`src/hdl/lrnw_pkg.sv`:
```
package lrnw_pkg;

	localparam int ColW    = 6;
	localparam int RowW    = 8;
	localparam int ValueW  = 31;
	localparam int RadixW  = 6;
	localparam int OffW    = 7;
	localparam int ByteW   = 8;
	localparam int LenW    = 5;
	localparam int NumRows = 4;
	localparam int IdxW    = $clog2(NumRows);

	// Digit count search multiplies a power of the radix that never exceeds the value.
	localparam int PowW = ValueW + RadixW;

	// The divider retires this many quotient bits per cycle.
	localparam int DivW         = 32;
	localparam int DivBitsCycle = 8;
	localparam int DivCycles    = DivW / DivBitsCycle;
	localparam int DivCntW      = $clog2(DivCycles);

	localparam int QueueDepth = 2;
	localparam int QPtrW      = $clog2(QueueDepth);
	localparam int QCntW      = $clog2(QueueDepth + 1);

	localparam logic [ByteW-1:0] CmdSetAddr = 8'h80;
	localparam logic [ByteW-1:0] CmdClear   = 8'h01;
	localparam logic [ByteW-1:0] CharBlank  = 8'h20;
	localparam logic [ByteW-1:0] CharDigit  = 8'h30;
	localparam logic [ByteW-1:0] CharLetter = 8'h37;

	localparam logic [RadixW-1:0] MinRadix   = 6'd2;
	localparam logic [RadixW-1:0] DecimalMax = 6'd9;

	localparam logic [OffW-1:0] RowOffReset [NumRows] = '{7'd0, 7'd64, 7'd20, 7'd84};

	// One classified number handed from the front to the back.
	typedef struct packed {
		logic              clear;
		logic [ByteW-1:0]  base;
		logic [ValueW-1:0] value;
		logic [RadixW-1:0] radix;
		logic [LenW-1:0]   len;
	} job_t;

endpackage

```
`src/hdl/lrnw_front.sv`:
```
module lrnw_front import lrnw_pkg::*; (
	input  logic              clk,
	input  logic              arst_n,
	input  logic              wr_en,
	input  logic [IdxW-1:0]   wr_index,
	input  logic [OffW-1:0]   wr_data,
	input  logic              in_valid,
	output logic              in_stall,
	input  logic [ColW-1:0]   column,
	input  logic [RowW-1:0]   row,
	input  logic [ValueW-1:0] value,
	input  logic [RadixW-1:0] radix,
	output logic              job_valid,
	input  logic              job_stall,
	output job_t              job
);

	typedef enum logic [1:0] {F_IDLE, F_COUNT, F_PUSH} fstate_t;

	fstate_t           state_q;
	job_t              job_q;
	logic [PowW-1:0]   pow_q;
	logic [OffW-1:0]   row_off_q [NumRows];
	logic [RadixW-1:0] radix_sat;
	logic              row_out;
	logic [PowW-1:0]   pow_nxt;

	assign radix_sat = (radix < MinRadix) ? MinRadix : radix;
	assign row_out   = |row[RowW-1:IdxW];
	assign pow_nxt   = {{RadixW{1'b0}}, pow_q[ValueW-1:0]} * {{ValueW{1'b0}}, job_q.radix};

	always_ff @(posedge clk or negedge arst_n) begin
		if (!arst_n) begin
			for (int i = 0; i < NumRows; i++) row_off_q[i] <= RowOffReset[i];
		end else if (wr_en) begin
			row_off_q[wr_index] <= wr_data;
		end
	end

	// The digit count is the number of radix powers not above the value, plus one.
	always_ff @(posedge clk or negedge arst_n) begin
		if (!arst_n) begin
			state_q <= F_IDLE;
			job_q   <= '0;
			pow_q   <= '0;
		end else begin
			unique case (state_q)
				F_IDLE: begin
					if (in_valid) begin
						if (row_out) begin
							job_q.clear <= 1'b1;
							state_q     <= F_PUSH;
						end else begin
							job_q.clear <= 1'b0;
							job_q.base  <= {1'b0, row_off_q[row[IdxW-1:0]]}
								+ {{(ByteW-ColW){1'b0}}, column};
							job_q.value <= value;
							job_q.radix <= radix_sat;
							job_q.len   <= LenW'(1);
							pow_q       <= {{ValueW{1'b0}}, radix_sat};
							state_q     <= F_COUNT;
						end
					end
				end
				F_COUNT: begin
					if (pow_q > {{RadixW{1'b0}}, job_q.value}) begin
						state_q <= F_PUSH;
					end else begin
						pow_q     <= pow_nxt;
						job_q.len <= job_q.len + LenW'(1);
					end
				end
				F_PUSH: begin
					if (!job_stall) state_q <= F_IDLE;
				end
				default: state_q <= F_IDLE;
			endcase
		end
	end

	assign in_stall  = (state_q != F_IDLE);
	assign job_valid = (state_q == F_PUSH);
	assign job       = job_q;

endmodule

```
`src/hdl/lrnw_queue.sv`:
```
module lrnw_queue import lrnw_pkg::*; (
	input  logic clk,
	input  logic arst_n,
	input  logic push_valid,
	output logic push_stall,
	input  job_t push_job,
	output logic pop_valid,
	input  logic pop_stall,
	output job_t pop_job
);

	job_t             slot_q [QueueDepth];
	logic [QPtrW-1:0] wr_ptr_q;
	logic [QPtrW-1:0] rd_ptr_q;
	logic [QCntW-1:0] count_q;
	logic             push;
	logic             pop;

	assign push_stall = (count_q == QCntW'(QueueDepth));
	assign pop_valid  = (count_q != '0);
	assign push       = push_valid && !push_stall;
	assign pop        = pop_valid && !pop_stall;
	assign pop_job    = slot_q[rd_ptr_q];

	always_ff @(posedge clk) begin
		if (push) slot_q[wr_ptr_q] <= push_job;
	end

	always_ff @(posedge clk or negedge arst_n) begin
		if (!arst_n) begin
			wr_ptr_q <= '0;
			rd_ptr_q <= '0;
			count_q  <= '0;
		end else begin
			if (push) wr_ptr_q <= wr_ptr_q + QPtrW'(1);
			if (pop) rd_ptr_q <= rd_ptr_q + QPtrW'(1);
			if (push && !pop) count_q <= count_q + QCntW'(1);
			else if (pop && !push) count_q <= count_q - QCntW'(1);
		end
	end

endmodule

```
`src/hdl/lrnw_back.sv`:
```
module lrnw_back import lrnw_pkg::*; (
	input  logic             clk,
	input  logic             arst_n,
	input  logic             job_valid,
	output logic             job_stall,
	input  job_t             job,
	output logic             out_valid,
	input  logic             out_stall,
	output logic             is_data,
	output logic [ByteW-1:0] bus_byte,
	output logic             last
);

	typedef enum logic [2:0] {B_IDLE, B_HEAD, B_BLANK, B_DIV, B_ADDR, B_CHAR} bstate_t;

	bstate_t             state_q;
	job_t                cur_q;
	logic [LenW-1:0]     idx_q;
	logic [DivW-1:0]     div_q;
	logic [RadixW-1:0]   rem_q;
	logic [DivCntW-1:0]  step_q;
	logic [RadixW-1:0]   digit_q;
	logic                out_valid_q;
	logic                is_data_q;
	logic [ByteW-1:0]    bus_byte_q;
	logic                last_q;
	logic [DivW-1:0]     div_nxt;
	logic [RadixW-1:0]   rem_nxt;
	logic [ByteW-1:0]    digit_char;
	logic                out_free;
	logic                emit;

	// Restoring division, several quotient bits per cycle; the remainder stays below the radix.
	always_comb begin
		logic [RadixW:0] r;
		logic [DivW-1:0] d;
		r = {1'b0, rem_q};
		d = div_q;
		for (int i = 0; i < DivBitsCycle; i++) begin
			r = {r[RadixW-1:0], d[DivW-1]};
			d = {d[DivW-2:0], 1'b0};
			if (r >= {1'b0, cur_q.radix}) begin
				r    = r - {1'b0, cur_q.radix};
				d[0] = 1'b1;
			end
		end
		rem_nxt = r[RadixW-1:0];
		div_nxt = d;
	end

	assign digit_char = (digit_q > DecimalMax)
		? {{(ByteW-RadixW){1'b0}}, digit_q} + CharLetter
		: {{(ByteW-RadixW){1'b0}}, digit_q} + CharDigit;

	assign out_free  = !out_valid_q || !out_stall;
	assign job_stall = (state_q != B_IDLE);

	// A new beat is loaded into the output register this cycle.
	assign emit = out_free && (state_q == B_HEAD || state_q == B_BLANK
		|| state_q == B_ADDR || state_q == B_CHAR);

	always_ff @(posedge clk or negedge arst_n) begin
		if (!arst_n) begin
			state_q     <= B_IDLE;
			cur_q       <= '0;
			idx_q       <= '0;
			div_q       <= '0;
			rem_q       <= '0;
			step_q      <= '0;
			digit_q     <= '0;
			out_valid_q <= 1'b0;
			is_data_q   <= 1'b0;
			bus_byte_q  <= '0;
			last_q      <= 1'b0;
		end else begin
			if (out_valid_q && !out_stall && !emit) out_valid_q <= 1'b0;
			unique case (state_q)
				B_IDLE: begin
					if (job_valid) begin
						cur_q   <= job;
						state_q <= B_HEAD;
					end
				end
				B_HEAD: begin
					if (out_free) begin
						out_valid_q <= 1'b1;
						is_data_q   <= 1'b0;
						last_q      <= cur_q.clear;
						if (cur_q.clear) begin
							bus_byte_q <= CmdClear;
							state_q    <= B_IDLE;
						end else begin
							bus_byte_q <= CmdSetAddr + cur_q.base
								+ {{(ByteW-LenW){1'b0}}, cur_q.len};
							state_q    <= B_BLANK;
						end
					end
				end
				B_BLANK: begin
					if (out_free) begin
						out_valid_q <= 1'b1;
						is_data_q   <= 1'b1;
						bus_byte_q  <= CharBlank;
						last_q      <= 1'b0;
						idx_q       <= cur_q.len;
						div_q       <= {{(DivW-ValueW){1'b0}}, cur_q.value};
						rem_q       <= '0;
						step_q      <= '0;
						state_q     <= B_DIV;
					end
				end
				B_DIV: begin
					div_q  <= div_nxt;
					rem_q  <= rem_nxt;
					step_q <= step_q + DivCntW'(1);
					if (step_q == DivCntW'(DivCycles - 1)) begin
						digit_q <= rem_nxt;
						idx_q   <= idx_q - LenW'(1);
						state_q <= B_ADDR;
					end
				end
				B_ADDR: begin
					if (out_free) begin
						out_valid_q <= 1'b1;
						is_data_q   <= 1'b0;
						bus_byte_q  <= CmdSetAddr + cur_q.base
							+ {{(ByteW-LenW){1'b0}}, idx_q};
						last_q      <= 1'b0;
						state_q     <= B_CHAR;
					end
				end
				B_CHAR: begin
					if (out_free) begin
						out_valid_q <= 1'b1;
						is_data_q   <= 1'b1;
						bus_byte_q  <= digit_char;
						last_q      <= (idx_q == '0);
						if (idx_q == '0) begin
							state_q <= B_IDLE;
						end else begin
							// The quotient left in div_q is the next dividend.
							rem_q   <= '0;
							step_q  <= '0;
							state_q <= B_DIV;
						end
					end
				end
				default: state_q <= B_IDLE;
			endcase
		end
	end

	assign out_valid = out_valid_q;
	assign is_data   = is_data_q;
	assign bus_byte  = bus_byte_q;
	assign last      = last_q;

endmodule

```
`src/hdl/lcd_radix_number_writer_core.sv`:
```
// Renders a number in base 2 to 36 (larger bases continue the letter codes) as character-LCD
// bus writes: a set-address beat past the field, a blank, then an address and a character
// beat per digit from least to most significant; a row above three gives one clear beat.
// The front counts digits with one multiply per cycle and hands a job through a two-entry
// queue, so it counts the next number while the back emits. The back runs a restoring
// divider per digit (eight quotient bits a cycle) before its address and character beats,
// and that divider sets the sustained rate. Row offsets reset to 0, 64, 20 and 84.
module lcd_radix_number_writer_core import lrnw_pkg::*; (
	input  logic              clk,
	input  logic              arst_n,
	input  logic              wr_en,
	input  logic [IdxW-1:0]   wr_index,
	input  logic [OffW-1:0]   wr_data,
	input  logic              in_valid,
	output logic              in_stall,
	input  logic [ColW-1:0]   column,
	input  logic [RowW-1:0]   row,
	input  logic [ValueW-1:0] value,
	input  logic [RadixW-1:0] radix,
	output logic              out_valid,
	input  logic              out_stall,
	output logic              is_data,
	output logic [ByteW-1:0]  bus_byte,
	output logic              last
);

	logic fq_valid;
	logic fq_stall;
	job_t fq_job;
	logic qb_valid;
	logic qb_stall;
	job_t qb_job;

	lrnw_front u_front (
		.clk       (clk),
		.arst_n    (arst_n),
		.wr_en     (wr_en),
		.wr_index  (wr_index),
		.wr_data   (wr_data),
		.in_valid  (in_valid),
		.in_stall  (in_stall),
		.column    (column),
		.row       (row),
		.value     (value),
		.radix     (radix),
		.job_valid (fq_valid),
		.job_stall (fq_stall),
		.job       (fq_job)
	);

	lrnw_queue u_queue (
		.clk        (clk),
		.arst_n     (arst_n),
		.push_valid (fq_valid),
		.push_stall (fq_stall),
		.push_job   (fq_job),
		.pop_valid  (qb_valid),
		.pop_stall  (qb_stall),
		.pop_job    (qb_job)
	);

	lrnw_back u_back (
		.clk       (clk),
		.arst_n    (arst_n),
		.job_valid (qb_valid),
		.job_stall (qb_stall),
		.job       (qb_job),
		.out_valid (out_valid),
		.out_stall (out_stall),
		.is_data   (is_data),
		.bus_byte  (bus_byte),
		.last      (last)
	);

endmodule

```
`config.mk`:
```
export PLATFORM = sky130hd
export DESIGN_NAME = lcd_radix_number_writer_core
export DESIGN_NICKNAME = d
export VERILOG_FILES = /design/src/hdl/lrnw_pkg.sv /design/src/hdl/lrnw_front.sv /design/src/hdl/lrnw_queue.sv /design/src/hdl/lrnw_back.sv /design/src/hdl/lcd_radix_number_writer_core.sv
export SDC_FILE = /design/constraint.sdc
export NUM_CORES = 1
export LEC_CHECK = 0
export ABC_CLOCK_PERIOD_IN_PS = 25700
export BUFFER_PORTS_ARGS = -buffer_cell sky130_fd_sc_hd__buf_2
export CORE_MARGIN = 2
export CORE_UTILIZATION = 35
export DETAILED_ROUTE_END_ITERATION = 16
export GPL_TIMING_DRIVEN = 0
export PLACE_DENSITY = 0.51
export SLEW_MARGIN = 20
export SYNTH_ARGS = -nofsm -noshare
export SYNTH_HDL_FRONTEND = slang
export SYNTH_SLANG_ARGS = --single-unit
```
`constraint.sdc`:
```
create_clock -name clk -period 25.7 [get_ports clk]
set_input_delay 5.14 -clock clk [delete_from_list [all_inputs] [get_ports clk]]
set_output_delay 5.14 -clock clk [all_outputs]
set_load 0.02 [all_outputs]
```
==> flow_summary.json, run 1 <==
{
  "critical_path.slowest_cell": "sky130_fd_sc_hd__dfrtp_1",
  "crit_path_end_kind": "flop",
  "cp_data_required_time_ns": 26.11,
  "post_cts.repair.setup_buffers": 0,
  "hold_viol": 0,
  "antenna_left": 0,
  "totalWireLength_mm": 59.6,
  "global_route_overflow": 0,
  "yosysWarningCount": 0,
  "startpoint_type": "flop",
  "hold_end": "u_queue.slot_q[0][45]",
  "cts_made_buffers": 41,
  "final-max-slew-violation-count": 0,
  "post_cts_hold_fix_bufs": 0,
  "min-delay-start": "u_front.job[45]",
  "first_pass_iters": 5,
  "cts.path.max_buffers": 3,
  "ff2ff_path_depth": 79,
  "critical_path.max_stage_delay_ns": 0.77,
  "rsz0062_at_grt": "false",
  "drt_iter0_drc": 1032,
  "run_status": "complete, no violations",
  "grt_util_met1_pct": 24.4,
  "netlist_instances": 2229,
  "most_frequent_cells_in_the_layout": "sky130_fd_sc_hd__nand2_1, sky130_fd_sc_hd__dfrtp_1, sky130_fd_sc_hd__inv_1, sky130_fd_sc_hd__ha_1, sky130_fd_sc_hd__a21oi_1",
  "die_height_um": 259,
  "clock_tree_from_tritoncts": "done",
  "row_count": 93,
  "use_met2_pct": 31.1,
  "criticalPathCategory": "reg -> reg",
  "max-cap-violations": 0,
  "syn_area_per_cell_um2": 10.2,
  "port-buffer-count": 74,
  "remaining_drc_errors": 0,
  "cts-htree-levels": 2,
  "antenna_found_initial": 2,
  "seq_area_frac_synth_pct": 39.7,
  "core_mm2": 0.0643,
  "floorplan.initialDensity_pct": 35.3,
  "final_core_utilization_pct": 39.8,
  "clkLatencyLatePin_ns": 0.56,
  "hp-class": "reg -> reg",
  "worst_hold_slack_ns": 0.478,
  "groute.usage.overall_pct": 18.1,
  "synth-seq-cells": 340,
  "root_buffer": "sky130_fd_sc_hd__clkbuf_16",
  "period_share_pct": 73.6,
  "total_via_count_in_the_routed_design": 16300,
  "tritoncts_num_sinks": 340,
  "critical_path.max_fanout": 10,
  "post_route_insts_no_fill": 3237,
  "globalRoute.busiestLayer": "met2",
  "design.die.area_mm2": 0.0670,
  "gr_layer_usage_met3_pct": 2.37,
  "globalplace.congestion": 0.824,
  "report.final.setup_viol": 0,
  "syn_to_final_growth_pct": 12.5,
  "max_slew.worst_pin.slew_ns": 1.11,
  "max_freq_mhz": 52.8,
  "post_cts.resized_instances": 0,
  "dominantRegCellSynth": "sky130_fd_sc_hd__dfrtp_1",
  "synth_top_area_share_pct": 25.5,
  "final.setup.tns_ns": 0,
  "synth.largest_area_cell": "sky130_fd_sc_hd__dfrtp_1",
  "worst_r2r_startpoint": "u_back.cur_q[6]",
  "drt-vias-per-instance": 5.04,
  "layout.cells.most_common": "sky130_fd_sc_hd__nand2_1",
  "vias_in_the_first_global_route": 16800,
  "regToRegSetupSlack_ns": 6.78,
  "clock_pin_slew_reported_for_the_worst_setup_and_hold_paths_after_clock_tree_synthesis_ns": 0.06,
  "grt_max_degree": 85,
  "global_route_wire_length_before_repair_mm": 95.8,
  "synthTopCellsByArea": "sky130_fd_sc_hd__dfrtp_1, sky130_fd_sc_hd__edfxtp_1, sky130_fd_sc_hd__fa_1",
  "postSynth.asyncResetShare_pct": 70.0,
  "count_of_flip_flops_with_a_built_in_enable_after_synthesis": 102,
  "arrival_time_worst_endpoint_ns": 19.33,
  "die_width_um": 259,
  "syn_area_mm2": 0.0227,
  "rr_endpoint": "u_back.digit_q[5]",
  "route.detailed.wl_per_inst_um": 18.4,
  "timing.critical_path.mode_cell": "sky130_fd_sc_hd__o21ai_0",
  "post_route_cells_drive_above_1_share_pct": 11.0,
  "finish.net_count": 2691,
  "min_delay_path_depth": 0,
  "numPlacedInstances": 3163,
  "synth_cell_type_count": 76,
  "fin_crit_ns": 18.92,
  "place_hpwl_mm": 46.4,
  "number_of_primary_i_o_pins": 77,
  "synth.net_count": 2569,
  "clock_skew_ns": 0.0136,
  "slew_headroom_pct": 25.1
}
==> worst max-delay path by stage <==
| stage | from | to | slack, ns | cells after the start |
|---|---|---|---|---|
| after floorplan | u_back.cur_q[6] | u_back.digit_q[0] | 9.67 | 79 |
| after global routing | u_back.cur_q[6] | u_back.rem_q[5] | 5.34 | 79 |
| final | u_back.cur_q[6] | u_back.digit_q[5] | 6.78 | 79 |
| after CTS | u_back.cur_q[6] | u_back.digit_q[5] | 6.84 | 79 |
| after global placement | u_back.cur_q[6] | u_back.digit_q[5] | 7.11 | 79 |
| after detailed placement | u_back.cur_q[6] | u_back.digit_q[5] | 6.88 | 79 |
==> per-layer routing <==
metal | share of wire, % | vias up | wire length (um)
met4 | 2.1 | 0 | 1230
met3 | 2.9 | 76 | 1720
met1 | 46 | 8124 | 27300
met5 | 0 | - | 0
li1 | - | 7888 | -
met2 | 49 | 241 | 29400
==> stage by stage <==
step | worst slack [ns] | area [um^2]
2_1_floorplan | 9.67 | 22700
3_3_place_gp | 7.11 | 24200
3_5_place_dp | 6.88 | 24300
4_1_cts | 6.84 | 25600
5_1_grt | 5.34 | 25600
6_report | 6.78 | 25600
==> Yosys cell counts (35+ instances only) <==
master	instances
sky130_fd_sc_hd__mux2i_1	97
sky130_fd_sc_hd__o21ai_0	141
sky130_fd_sc_hd__edfxtp_1	102
sky130_fd_sc_hd__a21oi_1	142
sky130_fd_sc_hd__mux2_2	76
sky130_fd_sc_hd__ha_1	147
sky130_fd_sc_hd__fa_1	128
sky130_fd_sc_hd__a21o_1	35
sky130_fd_sc_hd__nand2_1	323
sky130_fd_sc_hd__clkbuf_1	70
sky130_fd_sc_hd__xnor2_1	44
sky130_fd_sc_hd__inv_1	214
sky130_fd_sc_hd__nor2_1	119
sky130_fd_sc_hd__dfrtp_1	232
==> sequential cells by signal, indices dropped and copies added (netlist names), 2 cells and up <==
name,cells
u_queue.slot_q,102
u_queue.count_q,2
u_back.idx_q,5
u_back.bus_byte,8
u_back.rem_q,6
u_back.step_q,2
u_front.row_off_q,28
u_front.state_q,2
u_front.pow_q,37
u_back.state_q,3
u_back.div_q,32
u_back.digit_q,6
u_front.job,51
u_back.cur_q,51
==> worst max-delay path: cells and delay by family (launching register included) <==
kind / cells / cell delay, ns
simple gates: 17 / 3.08
compound gates: 35 / 7.70
fa+ha+maj: 8 / 2.40
flops: 1 / 0.77
buf+inv: 10 / 1.71
mux: 9 / 3.11
==> layout make-up <==
class,count,area (um^2)
buffer,79,330
fill,6324,38800
multi-input combinational,1596,12600
clock inverter,24,204
antenna,1,2.50
sequential,340,9030
tap,855,1070
timing repair buffer,79,488
clock buffer,49,1060
inverter,214,803
==> kinds of logic after synthesis <==
kind of cell / count (synthesis) / share of synthesized area (%)
and+or+nand+nor: 614 / 12.1
AOI/OAI and AO/OA: 449 / 12.1
DFF: 340 / 39.7
buffers and inverters: 293 / 4.98
adders and majority gates: 275 / 19.4
muxes: 184 / 8.99
xor gates and xnor gates: 74 / 2.85
Power of run 1 is left out: the tool's default activity adds up to more than one toggle a clock period on the data nets, which glitch-free logic cannot reach.
==> run 2: changes to the inputs <==
--- a/config.mk
+++ b/config.mk
@@ -5,7 +5,8 @@
 export SDC_FILE = /design/constraint.sdc
 export NUM_CORES = 1
 export LEC_CHECK = 0
-export ABC_CLOCK_PERIOD_IN_PS = 25700
+export ABC_AREA = 1
+export ABC_CLOCK_PERIOD_IN_PS = 18000
 export BUFFER_PORTS_ARGS = -buffer_cell sky130_fd_sc_hd__buf_2
 export CORE_MARGIN = 2
 export CORE_UTILIZATION = 35
==> constraint.sdc (replaced) <==
create_clock -name clk -period 18 [get_ports clk]
set_input_delay 3.6 -clock clk [delete_from_list [all_inputs] [get_ports clk]]
set_output_delay 3.6 -clock clk [all_outputs]
set_load 0.02 [all_outputs]
==> run 2 against run 1 <==
Worst setup slack got worse by 4.0 ns. Die area rose by 1.1%. Design area rose by 1.3%. Flip-flop and latch count did not move. Synthesized cell count rose by 21%. Worst hold slack got worse by 0.0075 ns. Clock skew rose by 0.0090 ns. Area after synthesis rose by 1.1%. Non-clock buffer count rose by 13. Count of clock-buffer cells in the layout rose by 2. First-iteration DRC count rose by 13%.
==> flow_summary.json, run 2 <==
{
  "run_status": "complete, no violations",
  "first_pass_iters": 6,
  "syn_to_final_growth_pct": 12.8,
  "critical_path.slowest_cell": "sky130_fd_sc_hd__dfrtp_1",
  "fin_crit_ns": 15.22,
  "clkLatencyLatePin_ns": 0.57,
  "use_met2_pct": 32.7,
  "final-max-slew-violation-count": 0,
  "startpoint_type": "flop",
  "post_cts.repair.setup_buffers": 0,
  "place_hpwl_mm": 48.7,
  "total_via_count_in_the_routed_design": 18300,
  "worst_r2r_startpoint": "u_back.cur_q[6]",
  "drt_iter0_drc": 1170,
  "most_frequent_cells_in_the_layout": "sky130_fd_sc_hd__nand2_1, sky130_fd_sc_hd__inv_1, sky130_fd_sc_hd__nor2_1, sky130_fd_sc_hd__dfrtp_1, sky130_fd_sc_hd__o21ai_0",
  "layout.cells.most_common": "sky130_fd_sc_hd__nand2_1",
  "regToRegSetupSlack_ns": 2.78,
  "globalplace.congestion": 0.876,
  "synth_common_cells": "sky130_fd_sc_hd__nand2_1, sky130_fd_sc_hd__inv_1, sky130_fd_sc_hd__nor2_1",
  "hold_viol": 0,
  "vias_in_the_first_global_route": 18700,
  "rsz0062_at_grt": "false",
  "cts.path.max_buffers": 3,
  "route.detailed.wl_per_inst_um": 16.8,
  "die_width_um": 260,
  "clock_pin_slew_reported_for_the_worst_setup_and_hold_paths_after_clock_tree_synthesis_ns": 0.06,
  "cp_data_required_time_ns": 18.51,
  "min_delay_path_depth": 0,
  "remaining_drc_errors": 0,
  "seq_area_frac_synth_pct": 39.3,
  "post_cts_hold_fix_bufs": 0,
  "antenna_found_initial": 0,
  "drt-vias-per-instance": 4.95,
  "port-buffer-count": 76,
  "row_count": 93,
  "synth_top_area_share_pct": 25.3,
  "synthTopCellsByArea": "sky130_fd_sc_hd__dfrtp_1, sky130_fd_sc_hd__edfxtp_1, sky130_fd_sc_hd__fa_1",
  "netlist_instances": 2692,
  "global_route_wire_length_before_repair_mm": 100,
  "globalRoute.busiestLayer": "met2",
  "syn_area_per_cell_um2": 8.54,
  "dominantRegCellSynth": "sky130_fd_sc_hd__dfrtp_1",
  "global_route_overflow": 0,
  "synth.largest_area_cell": "sky130_fd_sc_hd__dfrtp_1",
  "design.die.area_mm2": 0.0678,
  "count_of_flip_flops_with_a_built_in_enable_after_synthesis": 102,
  "multi_input_area_mm2": 0.0121,
  "postSynth.asyncResetShare_pct": 70.0,
  "numPlacedInstances": 3629,
  "arrival_time_worst_endpoint_ns": 15.73,
  "post_route_cells_drive_above_1_share_pct": 7.76,
  "synth_cell_type_count": 59,
  "critical_path.max_fanout": 10,
  "critical_path.max_stage_delay_ns": 0.85,
  "ff2ff_path_depth": 86,
  "grt_max_degree": 94,
  "diodes": 0,
  "core_mm2": 0.0647,
  "criticalPathCategory": "reg -> reg",
  "post_route_insts_no_fill": 3704,
  "post_cts.resized_instances": 0,
  "tritoncts_num_sinks": 340,
  "clock_tree_from_tritoncts": "done",
  "floorplan.initialDensity_pct": 35.5,
  "period_share_pct": 84.6,
  "register_name_with_the_most_flops": "u_queue.slot_q",
  "timing.critical_path.mode_cell": "sky130_fd_sc_hd__nand2_1",
  "n_fill_cell": 6633,
  "yosysWarningCount": 0,
  "crit_path_end_kind": "flop",
  "min-delay-start": "u_front.job[31]",
  "max_freq_mhz": 65.7,
  "report.final.setup_viol": 0,
  "synth.net_count": 3032,
  "gr_layer_usage_met3_pct": 2.80,
  "slew_headroom_pct": 36.7,
  "synth-seq-cells": 340,
  "yosysMostFrequentCell": "sky130_fd_sc_hd__nand2_1",
  "cts_made_buffers": 41,
  "clock_skew_ns": 0.0225,
  "number_of_primary_i_o_pins": 77,
  "max_slew.worst_pin.slew_ns": 0.944,
  "seq_area_mm2": 0.00903,
  "max-cap-violations": 0,
  "cts-htree-levels": 2,
  "final.setup.tns_ns": 0,
  "crit_path_start": "u_back.cur_q[6]",
  "root_buffer": "sky130_fd_sc_hd__clkbuf_16",
  "groute.usage.overall_pct": 18.7,
  "finish.net_count": 3157,
  "die_height_um": 260,
  "antenna_left": 0,
  "totalWireLength_mm": 62.1,
  "hp-class": "reg -> reg",
  "largest_register_ffs": 102,
  "grt_util_met1_pct": 23.9,
  "syn_area_mm2": 0.0230
}
run 2: cell count changes in the layout (fill, tap and decap cells not counted), moves of 25 or more:
cell	delta
sky130_fd_sc_hd__inv_1	+169
sky130_fd_sc_hd__nand2b_1	-25
sky130_fd_sc_hd__o31ai_1	+46
sky130_fd_sc_hd__mux2i_1	-93
sky130_fd_sc_hd__nand2_1	+282
sky130_fd_sc_hd__mux2_2	-75
sky130_fd_sc_hd__a21o_1	-29
sky130_fd_sc_hd__o21ai_0	+67
sky130_fd_sc_hd__nor2b_1	-26
sky130_fd_sc_hd__nor2_1	+130
sky130_fd_sc_hd__nand3_1	+50
run 2: area by class of cell:
class                      instances  share of cell area, %
multi-input combinational       1871                   46.8
sequential                       340                   34.8
tap                              855                   4.12
clock buffer                      51                   4.22
clock inverter                    24                  0.892
buffer                            89                   1.48
inverter                         392                   5.67
timing repair buffer              82                   2.06
run 2: worst max-delay path, delay by kind of cell (launching register included):
family,cells,cell delay [ns]
buffers and inverters,18,2.32
and+or+nand+nor,28,3.23
DFF,1,0.85
AOI/OAI and AO/OA,32,6.13
adders and majority gates,8,2.61
run 2: logic make-up after synthesis:
kind of cell             Yosys count  synth area share, %
multiplexers                       5                0.223
XOR/XNOR                          57                 2.17
buffers and inverters            481                 8.06
adder cells (fa/ha/maj)          275                 19.1
AO/OA/AOI/OAI                    531                 13.2
AND/OR/NAND/NOR                 1003                 17.9
flip-flops                       340                 39.3
run 2: worst paths after layout:
kind | endpoint
max | u_back.digit_q[2]
min | u_queue.slot_q[1][31]
max reg2reg | u_back.digit_q[2]
min reg2reg | u_queue.slot_q[1][31]
max in group asynchronous | u_back.cur_q[23]
min in group asynchronous | u_front.row_off_q[23]
run 2: metal layers:
| layer | part of all wire [%] | routed length, um |
|---|---|---|
| met3 | 3.8 | 2360 |
| met5 | 0 | 0 |
| met1 | 44 | 27400 |
| met4 | 2.8 | 1760 |
| met2 | 49 | 30600 |
run 2: stage by stage:
| stage | instance area [um^2] | setup WS, ns | hold WS, ns | utilization [%] |
|---|---|---|---|---|
| floorplan | 23000 | 5.54 | 0.437 | - |
| global placement | 24400 | 3.02 | 0.455 | 37.8 |
| detailed placement | 24600 | 2.85 | 0.457 | 38.0 |
| CTS | 25900 | 2.78 | 0.473 | 40.1 |
| global route | 25900 | 1.43 | 0.485 | 40.1 |
| finish | 25900 | 2.78 | 0.470 | 40.1 |
Power of run 2 is left out for the same reason.
==> run 3: changes to the inputs <==
--- a/config.mk
+++ b/config.mk
@@ -6,7 +6,7 @@
 export NUM_CORES = 1
 export LEC_CHECK = 0
 export ABC_AREA = 1
-export ABC_CLOCK_PERIOD_IN_PS = 18000
+export ABC_CLOCK_PERIOD_IN_PS = 15290
 export BUFFER_PORTS_ARGS = -buffer_cell sky130_fd_sc_hd__buf_2
 export CORE_MARGIN = 2
 export CORE_UTILIZATION = 35
==> constraint.sdc (replaced) <==
create_clock -name clk -period 15.29 [get_ports clk]
set_input_delay 3.058 -clock clk [delete_from_list [all_inputs] [get_ports clk]]
set_output_delay 3.058 -clock clk [all_outputs]
set_load 0.02 [all_outputs]
==> run 3 against run 2 <==
Cell count about the same. Critical path depth fell by 1. Clock skew grew 0.0016 ns. Via count up 0.19%. Fmax up 7.9%. First-iteration DRC count is 9.9% lower. Utilization increased by 0.071 points. Die area did not move. Register-to-register slack worse by 1.6 ns. Flip-flop and latch count did not move.
==> flow_summary.json, run 3 (synthesis gave the netlist of run 2 again) <==
{
  "run_status": "complete, no violations",
  "number_of_primary_i_o_pins": 77,
  "first_pass_iters": 8,
  "max-cap-violations": 0,
  "antenna_left": 0,
  "timing.critical_path.max_delay_family": "compound AO/OA/AOI/OAI gates",
  "clock_tree_from_tritoncts": "done",
  "hp-class": "reg -> reg",
  "cts_made_buffers": 41,
  "clock_skew_ns": 0.0241,
  "finish.net_count": 3160,
  "final.setup.tns_ns": 0,
  "slew_headroom_pct": 42.6,
  "period_share_pct": 92.3,
  "cts-htree-levels": 2,
  "rr_endpoint": "u_back.digit_q[2]",
  "row_count": 93,
  "cts.path.max_buffers": 3,
  "antenna_found_initial": 0,
  "grt_max_degree": 94,
  "fin_crit_ns": 14.11,
  "register_name_with_the_most_flops": "u_queue.slot_q",
  "syn_to_final_growth_pct": 13.0,
  "largest_register_ffs": 102,
  "most_frequent_cells_in_the_layout": "sky130_fd_sc_hd__nand2_1, sky130_fd_sc_hd__inv_1, sky130_fd_sc_hd__nor2_1, sky130_fd_sc_hd__dfrtp_1, sky130_fd_sc_hd__o21ai_0",
  "vias_in_the_first_global_route": 18700,
  "cp_data_required_time_ns": 15.80,
  "root_buffer": "sky130_fd_sc_hd__clkbuf_16",
  "drt-vias-per-instance": 4.95,
  "arrival_time_worst_endpoint_ns": 14.62,
  "global_route_overflow": 0,
  "diodes": 0,
  "timing.critical_path.mode_cell": "sky130_fd_sc_hd__nand2_1",
  "route.detailed.wl_per_inst_um": 16.7,
  "hold_viol": 0,
  "final-max-slew-violation-count": 0,
  "criticalPathCategory": "reg -> reg",
  "post_route_cells_drive_above_1_share_pct": 7.99,
  "critical_path.max_fanout": 10,
  "worst_hold_slack_ns": 0.468,
  "worstSetupEndpoint": "u_back.digit_q[2]",
  "floorplan.initialDensity_pct": 35.5,
  "place_hpwl_mm": 48.7,
  "startpoint_type": "flop",
  "ff2ff_path_depth": 85,
  "die_height_um": 260,
  "crit_path_end_kind": "flop",
  "port-buffer-count": 76,
  "critPathBufInv": 17,
  "clock_pin_slew_reported_for_the_worst_setup_and_hold_paths_after_clock_tree_synthesis_ns": 0.06,
  "rsz0062_at_grt": "false",
  "worst_r2r_startpoint": "u_back.cur_q[9]",
  "die_width_um": 260,
  "tritoncts_num_sinks": 340,
  "total_via_count_in_the_routed_design": 18400,
  "post_cts_hold_fix_bufs": 0,
  "totalWireLength_mm": 62.0,
  "regToRegSetupSlack_ns": 1.18,
  "critical_path.slowest_cell": "sky130_fd_sc_hd__dfrtp_1",
  "max_slew.worst_pin.slew_ns": 0.861,
  "globalplace.congestion": 0.876,
  "groute.usage.overall_pct": 18.7,
  "design.die.area_mm2": 0.0678,
  "core_mm2": 0.0647,
  "report.final.setup_viol": 0,
  "critical_path_depth": 85,
  "remaining_drc_errors": 0,
  "critical_path.max_stage_delay_ns": 0.44,
  "layout.cells.most_common": "sky130_fd_sc_hd__nand2_1",
  "crit_path_start": "u_back.cur_q[9]",
  "drt_iter0_drc": 1054,
  "clkLatencyLatePin_ns": 0.57,
  "global_route_wire_length_before_repair_mm": 100,
  "max_freq_mhz": 70.9
}
==> run 3: changes by cell type in the layout (fill, tap and decap cells not counted), sizes merged <==
cell,before,now
clkinvlp,5,7
inv,390,388
buf,92,95
==> run 3: what timing repair did <==
action | in CTS | in global routing
endpoints found under the setup margin | 0 | 13
endpoints found under the hold margin | 0 | 0
resized for setup | 0 | 7
setup buffers | 0 | 3
==> run 3: final cells by class <==
class	count	area, um^2
fillers	6632	38700
multi-input cells	1871	12100
flip-flops and latches	340	9030
inverters	392	1480
clock buffers	51	1090
well taps	855	1070
repair buffers	85	556
plain buffers	89	383
clock inverters	24	231
==> run 3: worst min-delay path by stage <==
| stage | start | to | slack [ns] | cells after the start |
|---|---|---|---|---|
| 2_1_floorplan | u_front.job[48] | u_queue.slot_q[0][48] | 0.44 | 0 |
| 3_3_place_gp | u_front.job[14] | u_queue.slot_q[0][14] | 0.45 | 0 |
| 3_5_place_dp | u_front.job[49] | u_queue.slot_q[1][49] | 0.46 | 0 |
| 4_1_cts | u_front.job[49] | u_queue.slot_q[1][49] | 0.47 | 0 |
| 5_1_grt | u_front.job[14] | u_queue.slot_q[0][14] | 0.49 | 0 |
| 6_report | u_front.job[49] | u_queue.slot_q[1][49] | 0.47 | 0 |
==> run 3: layer usage <==
metal	global-route usage, %	routed length, um	vias up
li1	-	-	9045
met1	23.9	27300	8900
met2	32.7	30700	326
met3	2.80	2420	90
met4	5.62	1660	0
met5	0	0	-
==> run 3: through the flow <==
stage          cells  setup WS, ns  area, um^2  util [%]
2_1_floorplan   2692          2.83       23000         -
3_3_place_gp    3623         0.313       24400      37.8
3_5_place_dp    3629         0.144       24600      38.0
4_1_cts         3704        0.0701       25900      40.1
5_1_grt         3707        0.0158       26000      40.2
6_report        3707          1.18       26000      40.2
Power of run 3 is left out for the same reason.
